[src/rtl/core/bes_pkg.sv]
package bes_pkg;

    localparam int MAX_WIDTH_DEFAULT  = 4096;
    localparam int FIFO_DEPTH_DEFAULT = 4;

    // register fields
    localparam int IMAGE_WIDTH_W  = 13;
    localparam int IMAGE_HEIGHT_W = 16;
    localparam int CFG_INDEX_W    = 2;
    localparam int CFG_DATA_W     = 16;
    localparam int COUNT_W        = 4;
    localparam int TDATA_W        = 8;

    localparam logic [CFG_INDEX_W-1:0] REG_CONNECTIVITY_MODE = 2'd0;
    localparam logic [CFG_INDEX_W-1:0] REG_IMAGE_WIDTH       = 2'd1;
    localparam logic [CFG_INDEX_W-1:0] REG_IMAGE_HEIGHT      = 2'd2;

    localparam logic MODE_EDGE4 = 1'b0;
    localparam logic MODE_ALL8  = 1'b1;

    // 3x3 window, bit = row * 3 + column, top-left first, new column enters at column 2
    localparam logic [8:0] COL_KEEP_LOW    = 9'h0DB;
    localparam logic [8:0] COL_LEFT        = 9'h049;
    localparam logic [8:0] COL_RIGHT       = 9'h124;
    localparam logic [8:0] ROW_TOP         = 9'h007;
    localparam logic [8:0] ROW_BOTTOM      = 9'h1C0;
    localparam logic [8:0] CENTRE_BIT      = 9'h010;
    localparam logic [8:0] EDGE_NEIGHBOURS = 9'h0AA;
    localparam logic [8:0] ALL_BITS        = 9'h1FF;

    typedef struct packed {
        logic left;
        logic right;
        logic top;
        logic bottom;
    } bes_edge_t;

    typedef struct packed {
        logic               last;
        logic [COUNT_W-1:0] count;
        logic               keep;
    } bes_result_t;

    function automatic logic [COUNT_W-1:0] count_set(input logic [8:0] v);
        logic [COUNT_W-1:0] n;
        n = '0;
        for (int i = 0; i < 9; i++)
        begin
            n = n + {{(COUNT_W-1){1'b0}}, v[i]};
        end
        return n;
    endfunction

endpackage

[src/rtl/core/bes_result_fifo.sv]
module bes_result_fifo #(
    parameter int DEPTH = bes_pkg::FIFO_DEPTH_DEFAULT
) (
    input  logic                         clk,
    input  logic                         rst_n,
    input  logic                         push,
    input  bes_pkg::bes_result_t         push_data,
    input  logic                         pop,
    output logic                         out_valid,
    output bes_pkg::bes_result_t         out_data,
    output logic [$clog2(DEPTH+1)-1:0]   count
);

    localparam int PTRW = (DEPTH > 1) ? $clog2(DEPTH) : 1;
    localparam int CNTW = $clog2(DEPTH + 1);

    bes_pkg::bes_result_t entry_reg [DEPTH];

    logic [PTRW-1:0] wr_ptr_reg, wr_ptr_next;
    logic [PTRW-1:0] rd_ptr_reg, rd_ptr_next;
    logic [CNTW-1:0] count_reg, count_next;
    logic            do_pop;

    assign do_pop    = pop && (count_reg != '0);
    assign out_valid = (count_reg != '0);
    assign out_data  = entry_reg[rd_ptr_reg];
    assign count     = count_reg;

    always_comb
    begin
        wr_ptr_next = wr_ptr_reg;
        rd_ptr_next = rd_ptr_reg;
        count_next  = count_reg;
        if (push)
        begin
            wr_ptr_next = (wr_ptr_reg == PTRW'(DEPTH - 1)) ? '0 : wr_ptr_reg + PTRW'(1);
        end
        if (do_pop)
        begin
            rd_ptr_next = (rd_ptr_reg == PTRW'(DEPTH - 1)) ? '0 : rd_ptr_reg + PTRW'(1);
        end
        if (push && !do_pop)
        begin
            count_next = count_reg + CNTW'(1);
        end
        else if (!push && do_pop)
        begin
            count_next = count_reg - CNTW'(1);
        end
    end

    always_ff @(posedge clk or negedge rst_n)
    begin
        if (!rst_n)
        begin
            wr_ptr_reg <= '0;
            rd_ptr_reg <= '0;
            count_reg  <= '0;
        end
        else
        begin
            wr_ptr_reg <= wr_ptr_next;
            rd_ptr_reg <= rd_ptr_next;
            count_reg  <= count_next;
        end
    end

    always_ff @(posedge clk)
    begin
        if (push)
        begin
            entry_reg[wr_ptr_reg] <= push_data;
        end
    end

endmodule

[config.mk]
export PLATFORM = sky130hd
export DESIGN_NAME = bes_result_fifo
export DESIGN_NICKNAME = d
export VERILOG_FILES = /design/src/rtl/core/bes_pkg.sv /design/src/rtl/core/bes_result_fifo.sv
export SDC_FILE = /design/constraint.sdc
export NUM_CORES = 1
export LEC_CHECK = 0
export CAP_MARGIN = 20
export CORE_MARGIN = 2
export CORE_UTILIZATION = 65
export DETAILED_ROUTE_END_ITERATION = 16
export DONT_BUFFER_PORTS = 1
export PLACE_DENSITY_LB_ADDON = 0.25
export SLEW_MARGIN = 5
export SYNTH_ARGS = -nofsm -noshare
export SYNTH_HDL_FRONTEND = slang
export SYNTH_SLANG_ARGS = --single-unit
[constraint.sdc]
create_clock -name clk -period 2.9 [get_ports clk]
set_input_delay 0.725 -clock clk [delete_from_list [all_inputs] [get_ports clk]]
set_output_delay 0.725 -clock clk [all_outputs]
set_load 0.05 [all_outputs]
# Word-level counts from Yosys, hierarchy flattened
# Memory sizes are Yosys's and may differ from the RTL's.
# Cells that the tools add are included.
# word_totals
reg_bits,7
ram_bits,24
input_bits,10
elab_cells,23
n_memories,1
# classes
eq_ne,2
add_sub_neg,4
n_mux,6
n_reduce_logical,7
# memory_table
memory,words,width,read_ports,rd_ports_with_merged_regs,write_ports,line,text
entry_reg,4,6,1,0,1,bes_result_fifo.sv:17,bes_pkg::bes_result_t entry_reg [DEPTH];
# op_table
op,n
$mux 3,2
$add 2x1->2 const B,2
$eq 2x2->1 const B,2
$mux 2,2
$add 3x1->3 const B,1
$logic_and 1x1->1,3
$reduce_bool 3->1,1
$sub 3x1->3 const B,1
$logic_not 1->1,2
$mux 1,2
$reduce_bool 2->1,1

# Longest topological paths before layout
# Gate-level depths: netlist of run 1.
# logic_depth
word_depth,5
mapped_depth,8
mapped_depth_nobuf,8

# Worst setup path after synthesis of run 1
# OpenSTA, ideal clock, no wires.
# synth_timing
path_kind,reg-to-reg
startpoint,reg count_reg[0] (netlist: count[0])
endpoint,reg count_reg[2] (netlist: count[2])
t_required_ns,2.818
arrival_time_ns,2.261
path_stages_with_launch,9
path_slack_ns,0.557
path_buffers,0
path_cell_list,dfrtp_1 > or3_4 > nand2_4 > ha_1 > inv_1 > fa_1 > xor2_1 > nor2_1 > xor2_1
# synth_between
elab_chain_cells,5
elab_cells_between_ends,10
classes_between,2 x add/sub; 2 x mux; 6 x reduce/logical
# synth_rtl
item,line,text
start: declaration,bes_result_fifo.sv:21,"logic [CNTW-1:0] count_reg, count_next;"
start signal: assignment,bes_result_fifo.sv:64,count_reg <= count_next;
$reduce_bool 3->1 (*),-,
named net out_valid,bes_result_fifo.sv:9,"output logic out_valid,"
$logic_and 1x1->1 (*),bes_result_fifo.sv:24,assign do_pop = pop && (count_reg != '0);
$logic_not 1->1,bes_result_fifo.sv:42,if (push && !do_pop)
$logic_and 1x1->1,bes_result_fifo.sv:42,
$mux 3 or $reduce_bool 2->1 (tied branches),-,
# The timed path passes the listed nets; every way through them passes the cells marked *. The select of a mux whose other input is x is not followed.
# A chain may end at the register's enable or synchronous reset.

==> results of run 1 <==
-- power by group through the flow --
stage               Combinational (mW)  Sequential, mW  Clock (mW)
floorplan                        0.542           0.720           0
global placement                 0.659           0.679           0
detailed placement               0.687           0.692           0
CTS                              0.689           0.681       0.225
global route                     0.724           0.692       0.241
finish                           0.687           0.677       0.220
-- area by class of cell --
class	count	area [um2]	area share [%]
timing repair buffer	3	22.5	1.62
multi-input combinational	31	372	26.8
clock buffer	6	41.3	2.98
tap	27	33.8	2.43
clock inverter	2	7.51	0.541
inverter	4	15.0	1.08
sequential	31	896	64.6
-- kinds of logic (layout without fill, tap and decap cells) --
family / after synthesis / count (layout) / share of synthesized area (%)
DFF: 31 / 31 / 69.4
and+or+nand+nor: 10 / 10 / 4.94
AOI/OAI and AO/OA: 2 / 2 / 0.775
buffers and inverters: 6 / 15 / 1.84
xor gates and xnor gates: 3 / 3 / 2.04
muxes: 9 / 9 / 13.7
adders and majority gates: 7 / 7 / 7.36
-- how the worst max path moves through the flow --
stage / start / endpoint / slack (ns) / cells past startpoint
6_report: rd_ptr_reg[0] / out_data[2] / 0.50 / 1
5_1_grt: rd_ptr_reg[0] / out_data[0] / 0.42 / 1
4_1_cts: rd_ptr_reg[0] / out_data[4] / 0.47 / 1
3_5_place_dp: count[0] / count[2] / 0.72 / 8
3_3_place_gp: count[0] / count[2] / 0.83 / 8
2_1_floorplan: count[0] / count[2] / 0.56 / 8
-- cell usage in the layout (no fill, tap or decap), types with 2 or more instances in the layout --
master    synthesis  final
edfxtp_1         24     24
and2_1            4      4
mux2_4            2      2
clkinv_1          0      2
xor2_1            2      2
inv_1             4      4
dfrtp_1           7      7
ha_1              6      6
clkbuf_4          0      5
nor2_1            2      2
buf_4             0      3
o21ai_0           2      2
mux4_2            6      6
-- layer usage --
layer / GRT usage [%] / vias to the layer above / wire length [um] / share of wire, %
met5: 0 / - / 0 / 0
met4: 7.14 / 0 / 13 / 0.67
met3: 7.10 / 4 / 114 / 5.9
met2: 30.1 / 23 / 962 / 50
met1: 23.4 / 314 / 849 / 44
li1: - / 267 / - / -
==> qor.txt, run 1 <==
Layout cell share with drive strength beyond 1: 24.7%
Synthesized flop and latch total: 31
Top cell family by delay on the critical path: multiplexers
Psw: 0.674 mW
Overflow after GRT: 0
Yosys top cell area share: 55.8%
Utilization after layout: 72.2%
Mapped Avg Cell Area: 19.0 um2
Power density cells: 1140 nW/um2
Largest net degree at the start of global routing: 10
DP Worst Slack: 0.720 ns
I/O pins: 20
Worst-skew pair later-pin latency: 0.31 ns
Distinct cells, synth: 19
Clock share of power: 13.9%
Worst setup EP type: output pin
Most area-hungry cell type in the Yosys netlist: edfxtp_1
CTS buffer count: 5
Critical path's largest stage delay: 0.73 ns
Die width: 48.6 um
RePlAce Congestion: 0.647
Layout fillers: 139
ANT cells: 0
Clk buf depth: 2
R2r setup slk: 0.71 ns
R2r worst-path depth: 8
Sequential Power Share: 42.7%
Die Span Y: 48.6 um
Nets@finish: 93
Pint: 0.911 mW
RSZ-0062 raised after global routing: false
Hold_ws: 0.0915 ns
GRT Total Usage: 18.7%
# port buffers: 0
Critical-path top delay cell: mux4_2
Core Region: 1920 um2
Bufs and invs on worst path: 0
MaxCap Viol Count: 0
Cells along the critical path: mux4_2
Combinational power share: 43.4%
Achievable frequency: 417 MHz
Synth-to-Final Area Change: 7.46%
Full die area: 2360 um2
Postcts setup bufs: 0
DRT Wirelength: 1940 um
Synthesized area: 1290 um2
Reg-to-Reg Start: count[0]
Via-to-Cell Ratio: 5.85
First-pass GRT wire length: 3090 um
Max reg flops: 24
Ys flop type: edfxtp_1
Critical Path Fanout Max: 9
Avg WL per Cell: 18.7 um
Placed cells: 96
H-tree depth: 2
Starting DRC count in detailed routing: 16
Tcrit/Tclk final: 82.6%
Final Cell Area: 1390 um2
Leakage: 0.512 nW
Area after DPL: 1340 um2
Fraction of registers with async set/reset: 22.6%
Standard-cell rows: 16
Startpoint type of the worst setup path: flip-flop
Post-synthesis sequential area ratio: 69.4%
Final count of negative-setup-slack endpoints: 0
Number of global-route vias before repair: 655
Rel. slew slack: 70.1%
Via count of the routed design: 608
Slew @ Worst Pin: 0.449 ns
Maximum vdd drop: 0.683 mV
TNS Setup: 0 ns
CP Data Arrival Time: 1.67 ns
Reg clk slew, reported paths: 0.09 ns
Final slew viol count: 0
Clock sink total: 31
Remaining DRCs: 0
Post-synth net total: 85
Status: complete, no violations
Initial Utilization: 67.2%
Post-route antenna net violation count: 0
Synth warn: 0
Synth top cells by count: edfxtp_1, dfrtp_1, ha_1, mux4_2
TritonCTS clock tree: built
Post-CTS Resized: 0
EDFF count, synth: 24
Req. time, crit path: 2.17 ns
Hold buffers post-CTS: 0
Worst Hold Class: in2async
Count of final hold-check violations: 0
Root Driver: clkbuf_4
WS Path Type: reg2out
Top-count cell post-synth: edfxtp_1
Post-Layout Cell Count: 104
Final worst path period need: 2.40 ns
Cell count after synthesis: 68
Post-DP HPWL: 1450 um
Setup WS post-layout: 0.503 ns
Switching part of the total: 42.5%
Top post-synthesis cells by area: edfxtp_1, dfrtp_1, mux4_2, ha_1, mux2_4
Initial antenna violation count: 0
Skew final: 0.00891 ns
Tot Pwr: 1.58 mW
Reg-to-reg endpoint: count[2]
TritonRoute pass-1 iters: 4
Power figures use the tool's default switching activity.
==> inputs of run 2 (changes only) <==
Settings changed: CORE_UTILIZATION 65 to 60.
Clock period 2.9 ns to 2.28 ns, I/O delays scaled along.
==> qor.txt, run 2 (synthesis results as in run 1) <==
Final count of negative-setup-slack endpoints: 0 (unchanged)
ANT cells: 0 (unchanged)
Remaining DRCs: 0 (unchanged)
Setup WS post-layout: 0.173 ns (was 0.503 ns)
Via count of the routed design: 584 (was 608)
Max reg flops: 24 (unchanged)
Initial Utilization: 64.5% (was 67.2%)
Nets@finish: 95 (was 93)
Power density cells: 1440 nW/um2 (was 1140 nW/um2)
Post-DP HPWL: 1490 um (was 1450 um)
CP Data Arrival Time: 1.54 ns (was 1.67 ns)
Tcrit/Tclk final: 92.4%
Tot Pwr: 2.03 mW (was 1.58 mW)
Cells along the critical path: mux4_2 (unchanged)
Status: complete, no violations (unchanged)
R2r worst-path depth: 8 (unchanged)
Critical Path Fanout Max: 9 (unchanged)
Core Region: 2000 um2 (was 1920 um2)
Full die area: 2540 um2 (was 2360 um2)
GRT Total Usage: 19.6% (was 18.7%)
RePlAce Congestion: 0.610 (was 0.647)
First-pass GRT wire length: 3280 um (was 3090 um)
Die Span Y: 50.4 um (was 48.6 um)
Critical path's largest stage delay: 0.71 ns (was 0.73 ns)
Placed cells: 97 (was 96)
TNS Setup: 0 ns (unchanged)
Slew @ Worst Pin: 0.372 ns (was 0.449 ns)
Postcts setup bufs: 0 (unchanged)
Reg-to-Reg Start: count[0] (unchanged)
H-tree depth: 2 (unchanged)
Hold Startpoint: push_data[2]
Achievable frequency: 475 MHz
I/O pins: 20 (unchanged)
Skew final: 0.00578 ns (was 0.00891 ns)
Maximum vdd drop: 0.741 mV (was 0.683 mV)
Reg-to-reg endpoint: count[2] (unchanged)
Via-to-Cell Ratio: 5.51 (was 5.85)
Layout cell share with drive strength beyond 1: 29.1% (was 24.7%)
Bufs and invs on worst path: 0 (unchanged)
Count of final hold-check violations: 0 (unchanged)
Rel. slew slack: 75.2% (was 70.1%)
Area after DPL: 1350 um2 (was 1340 um2)
Most frequent cells in the layout: edfxtp_1, mux4_2, ha_1 (was edfxtp_1, dfrtp_1, mux4_2, ha_1, clkbuf_4)
Hold EP: entry_reg[0][2]
TritonRoute pass-1 iters: 4 (unchanged)
Top cell family by delay on the critical path: multiplexers (unchanged)
Startpoint type of the worst setup path: flip-flop (unchanged)
# port buffers: 0 (unchanged)
MaxCap Viol Count: 0 (unchanged)
Synth-to-Final Area Change: 9.11% (was 7.46%)
Post-route antenna net violation count: 0 (unchanged)
Starting DRC count in detailed routing: 13 (was 16)
Final worst path period need: 2.11 ns
Number of global-route vias before repair: 650 (was 655)
Post-Layout Cell Count: 106 (was 104)
WS Path Type: reg2out (unchanged)
Initial antenna violation count: 0 (unchanged)
R2r setup slk: 0.23 ns (was 0.71 ns)
RSZ-0062 raised after global routing: false (unchanged)
Standard-cell rows: 16 (unchanged)
Die width: 50.4 um (was 48.6 um)
Avg WL per Cell: 18.9 um (was 18.7 um)
Worst setup EP type: output pin (unchanged)
Overflow after GRT: 0 (unchanged)
CTS buffer count: 5 (unchanged)
Reg clk slew, reported paths: 0.09 ns (about the same)
TritonCTS clock tree: built (unchanged)
Req. time, crit path: 1.71 ns (was 2.17 ns)
Hold_ws: 0.351 ns (was 0.0915 ns)
Worst-skew pair later-pin latency: 0.31 ns (about the same)
Commonest non-fill, non-tap cell in the layout: edfxtp_1 (unchanged)
DP Worst Slack: 0.256 ns (was 0.720 ns)
Utilization after layout: 70.4% (was 72.2%)
Worst Hold Class: in2reg (was in2async)
Final Cell Area: 1410 um2 (was 1390 um2)
Final slew viol count: 0 (unchanged)
DRT Wirelength: 2000 um (was 1940 um)
Leakage: 0.518 nW (was 0.512 nW)
Largest net degree at the start of global routing: 10 (unchanged)
Clk buf depth: 2 (unchanged)
Clock sink total: 31 (unchanged)
Root Driver: clkbuf_4 (unchanged)
Layout fillers: 127 (was 139)
Hold Path Depth: 0
Critical path startpoint: rd_ptr_reg[0] (unchanged)
Critical-path top delay cell: mux4_2 (unchanged)
## run 2: cell count changes in the layout (fill, tap and decap cells not counted), sizes merged
cell,delta
buf,+1
dlygate4sd3,+1
## run 2: how the worst max path moves through the flow
stage / end / slack, ns / depth (start not counted)
2_1_floorplan: count[2] / 0.03 / 8
3_3_place_gp: count[2] / 0.31 / 8
3_5_place_dp: count[2] / 0.26 / 8
4_1_cts: out_data[1] / 0.007 / 1
5_1_grt: out_data[1] / 0.1 / 1
6_report: out_data[4] / 0.17 / 1
## run 2: cell type report
class / instances / area, um2 / share of cell area [%]
Clock buffer: 6 / 41.3 / 2.93
Clock inverter: 2 / 7.51 / 0.533
Inverter: 4 / 15.0 / 1.07
Multi-Input combinational cell: 31 / 372 / 26.4
Sequential cell: 31 / 900 / 63.9
Tap cell: 27 / 33.8 / 2.40
Timing Repair Buffer: 5 / 40.0 / 2.84
## run 2: layer usage
layer	wire [um]	up-vias	GRT usage, %
li1	-	274	-
met1	748	287	23.0
met2	1060	21	31.1
met3	160	2	9.23
met4	26	0	8.56
met5	0	-	0
## run 2: what timing repair did
action	4_1_cts	5_1_grt
setup endpoints to repair	0	6
hold buffers	1	0
gates resized for setup	0	1
hold endpoints to repair	7	0
## run 2: report_power, final
group	internal [mW]	switching, mW
combinational	0.302	0.591
sequential	0.756	0.102
clock	0.114	0.162
total	1.17	0.855
==> inputs of run 3 (changes only) <==
==> constraint.sdc (replaced) <==
create_clock -name clk -period 2.28 [get_ports clk]
set_input_delay 0 -clock clk [delete_from_list [all_inputs] [get_ports clk]]
set_output_delay 0 -clock clk [all_outputs]
set_load 0.05 [all_outputs]
==> qor.txt, run 3 (synthesis results as in run 1) <==
WS Path Type: reg2reg (was reg2out)
Layout cell share with drive strength beyond 1: 25.3% (was 29.1%)
Crit. path cell count: 8 (was 1)
MaxCap Viol Count: 0 (unchanged)
Critical path's largest stage delay: 0.41 ns (was 0.71 ns)
Synth-to-Final Area Change: 15.2% (was 9.11%)
Final worst path period need: 2.06 ns (was 2.11 ns)
Standard-cell rows: 16 (unchanged)
Placed cells: 97 (unchanged)
Slew @ Worst Pin: 0.434 ns (was 0.372 ns)
Rel. slew slack: 71.0% (was 75.2%)
Leakage: 0.552 nW (was 0.518 nW)
Top cell family by delay on the critical path: simple AND/OR/NAND/NOR gates (was multiplexers)
Nets@finish: 103 (was 95)
Most frequent cells in the layout: edfxtp_1, dlygate4sd3_1, mux4_2, ha_1 (was edfxtp_1, mux4_2, ha_1)
Full die area: 2540 um2 (unchanged)
DP Worst Slack: 0.256 ns (unchanged)
Max reg flops: 24 (unchanged)
I/O pins: 20 (unchanged)
Cells along the critical path: or3_4 > nand2_4 > ha_1 > inv_1 > fa_1 > xor2_1 > nor2_1 > xor2_1 (was mux4_2)
Reg-to-Reg Start: count[0] (unchanged)
ANT cells: 0 (unchanged)
Avg WL per Cell: 18.4 um (was 18.9 um)
Clock sink total: 31 (unchanged)
# port buffers: 0 (unchanged)
Worst-skew pair later-pin latency: 0.31 ns (about the same)
Critical path startpoint: count[0] (was rd_ptr_reg[0])
Postcts setup bufs: 0 (unchanged)
R2r setup slk: 0.22 ns (was 0.23 ns)
Utilization after layout: 74.3% (was 70.4%)
Commonest non-fill, non-tap cell in the layout: edfxtp_1 (unchanged)
Grt met1 use: 24.0% (was 23.0%)
Initial antenna violation count: 0 (unchanged)
Reg-to-reg endpoint: count[2] (unchanged)
Final count of negative-setup-slack endpoints: 0 (unchanged)
Skew final: 0.00424 ns (was 0.00578 ns)
Root Driver: clkbuf_4 (unchanged)
Status: complete, no violations (unchanged)
Initial Utilization: 64.5% (unchanged)
Remaining DRCs: 0 (unchanged)
First-pass GRT wire length: 3410 um (was 3280 um)
Post-DP HPWL: 1490 um (unchanged)
Die Span Y: 50.4 um (unchanged)
RSZ-0062 raised after global routing: false (unchanged)
Global-route met3 utilization: 8.04% (was 9.23%)
Core Region: 2000 um2 (unchanged)
Number of global-route vias before repair: 675 (was 650)
Met2 usage: 33.1% (was 31.1%)
CTS buffer count: 5 (unchanged)
Clk buf depth: 2 (unchanged)
Worst Hold Class: in2async (was in2reg)
TritonRoute pass-1 iters: 4 (unchanged)
Hold_ws: 0.0307 ns (was 0.351 ns)
Largest net degree at the start of global routing: 10 (unchanged)
Critical Path Fanout Max: 3 (was 9)
Power density cells: 1370 nW/um2 (was 1440 nW/um2)
R2r worst-path depth: 8 (unchanged)
Final slew viol count: 0 (unchanged)
Achievable frequency: 487 MHz (was 475 MHz)
Tot Pwr: 2.04 mW (was 2.03 mW)
Setup WS post-layout: 0.225 ns (was 0.173 ns)
Die width: 50.4 um (unchanged)
GRT Total Usage: 20.3% (was 19.6%)
RePlAce Congestion: 0.610 (unchanged)
Reg clk slew, reported paths: 0.09 ns (about the same)
Busiest grt layer: met2 (unchanged)
Overflow after GRT: 0 (unchanged)
Post-route antenna net violation count: 0 (unchanged)
Startpoint type of the worst setup path: flip-flop (unchanged)
CP Data Arrival Time: 2.29 ns (was 1.54 ns)
Final Cell Area: 1490 um2 (was 1410 um2)
Count of final hold-check violations: 0 (unchanged)
Starting DRC count in detailed routing: 4 (was 13)
Post-Layout Cell Count: 114 (was 106)
Setup crit end: count[2] (was out_data[4])
Critical-path top delay cell: dfrtp_2 (was mux4_2)
TritonCTS clock tree: built (unchanged)
DRT Wirelength: 2090 um (was 2000 um)
Cell mode on critical path: xor2_1
Via-to-Cell Ratio: 5.47 (was 5.51)
Maximum vdd drop: 0.744 mV (was 0.741 mV)
Layout fillers: 123 (was 127)
Worst setup EP type: flip-flop (was output pin)
TNS Setup: 0 ns (unchanged)
Via count of the routed design: 624 (was 584)
Area after DPL: 1350 um2 (unchanged)
H-tree depth: 2 (unchanged)
Req. time, crit path: 2.51 ns (was 1.71 ns)
Tcrit/Tclk final: 90.1% (was 92.4%)
Bufs and invs on worst path: 1 (was 0)
## run 3: changes by cell type in the layout (fill, tap and decap cells not counted)
| cell | before | now |
|---|---|---|
| dfrtp_1 | 4 | 5 |
| dfrtp_2 | 3 | 2 |
| dlygate4sd3_1 | 1 | 9 |
## run 3: worst register-to-register path: stages (launching register included)
cell     delay, ns
dfrtp_2       0.41
or3_4         0.41
nand2_4       0.11
ha_1          0.18
inv_1         0.06
fa_1          0.38
xor2_1        0.17
nor2_1        0.11
xor2_1        0.15
## run 3: report_power, final
part           internal [mW]  switching [mW]
Clock                  0.114           0.164
Sequential             0.753           0.102
Combinational          0.311           0.600
## run 3: layout make-up
class,count,area [um2],share of cell area [%]
sequential,31,898,60.4
clock inverter,2,7.51,0.505
inverter,4,15.0,1.01
timing repair buffer,13,120,8.07
multi-input combinational,31,372,25.0
tap,27,33.8,2.27
clock buffer,6,41.3,2.78
## run 3: per-layer routing
metal  share of wire (%)  routed length (um)  up-vias
met1                  39                 822      310
met2                  53                1120       20
met3                 6.1                 127        2
met4                 1.2                  26        0
li1                    -                   -      292
met5                   0                   0        -
## run 3: how the worst min path moves through the flow
stage | endpoint | slack, ns | cells past startpoint
6_report | rd_ptr_reg[0] | 0.03 | 1
5_1_grt | rd_ptr_reg[0] | 0.04 | 1
4_1_cts | rd_ptr_reg[0] | 0.03 | 1
3_5_place_dp | rd_ptr_reg[0] | -0.30 | 0
3_3_place_gp | rd_ptr_reg[0] | -0.30 | 0
2_1_floorplan | count[0] | -0.30 | 0
## run 3: what timing repair did
action | in CTS | in global routing
endpoints found under the hold margin | 36 | 0
hold buffers | 9 | 0
resized for setup | 0 | 0
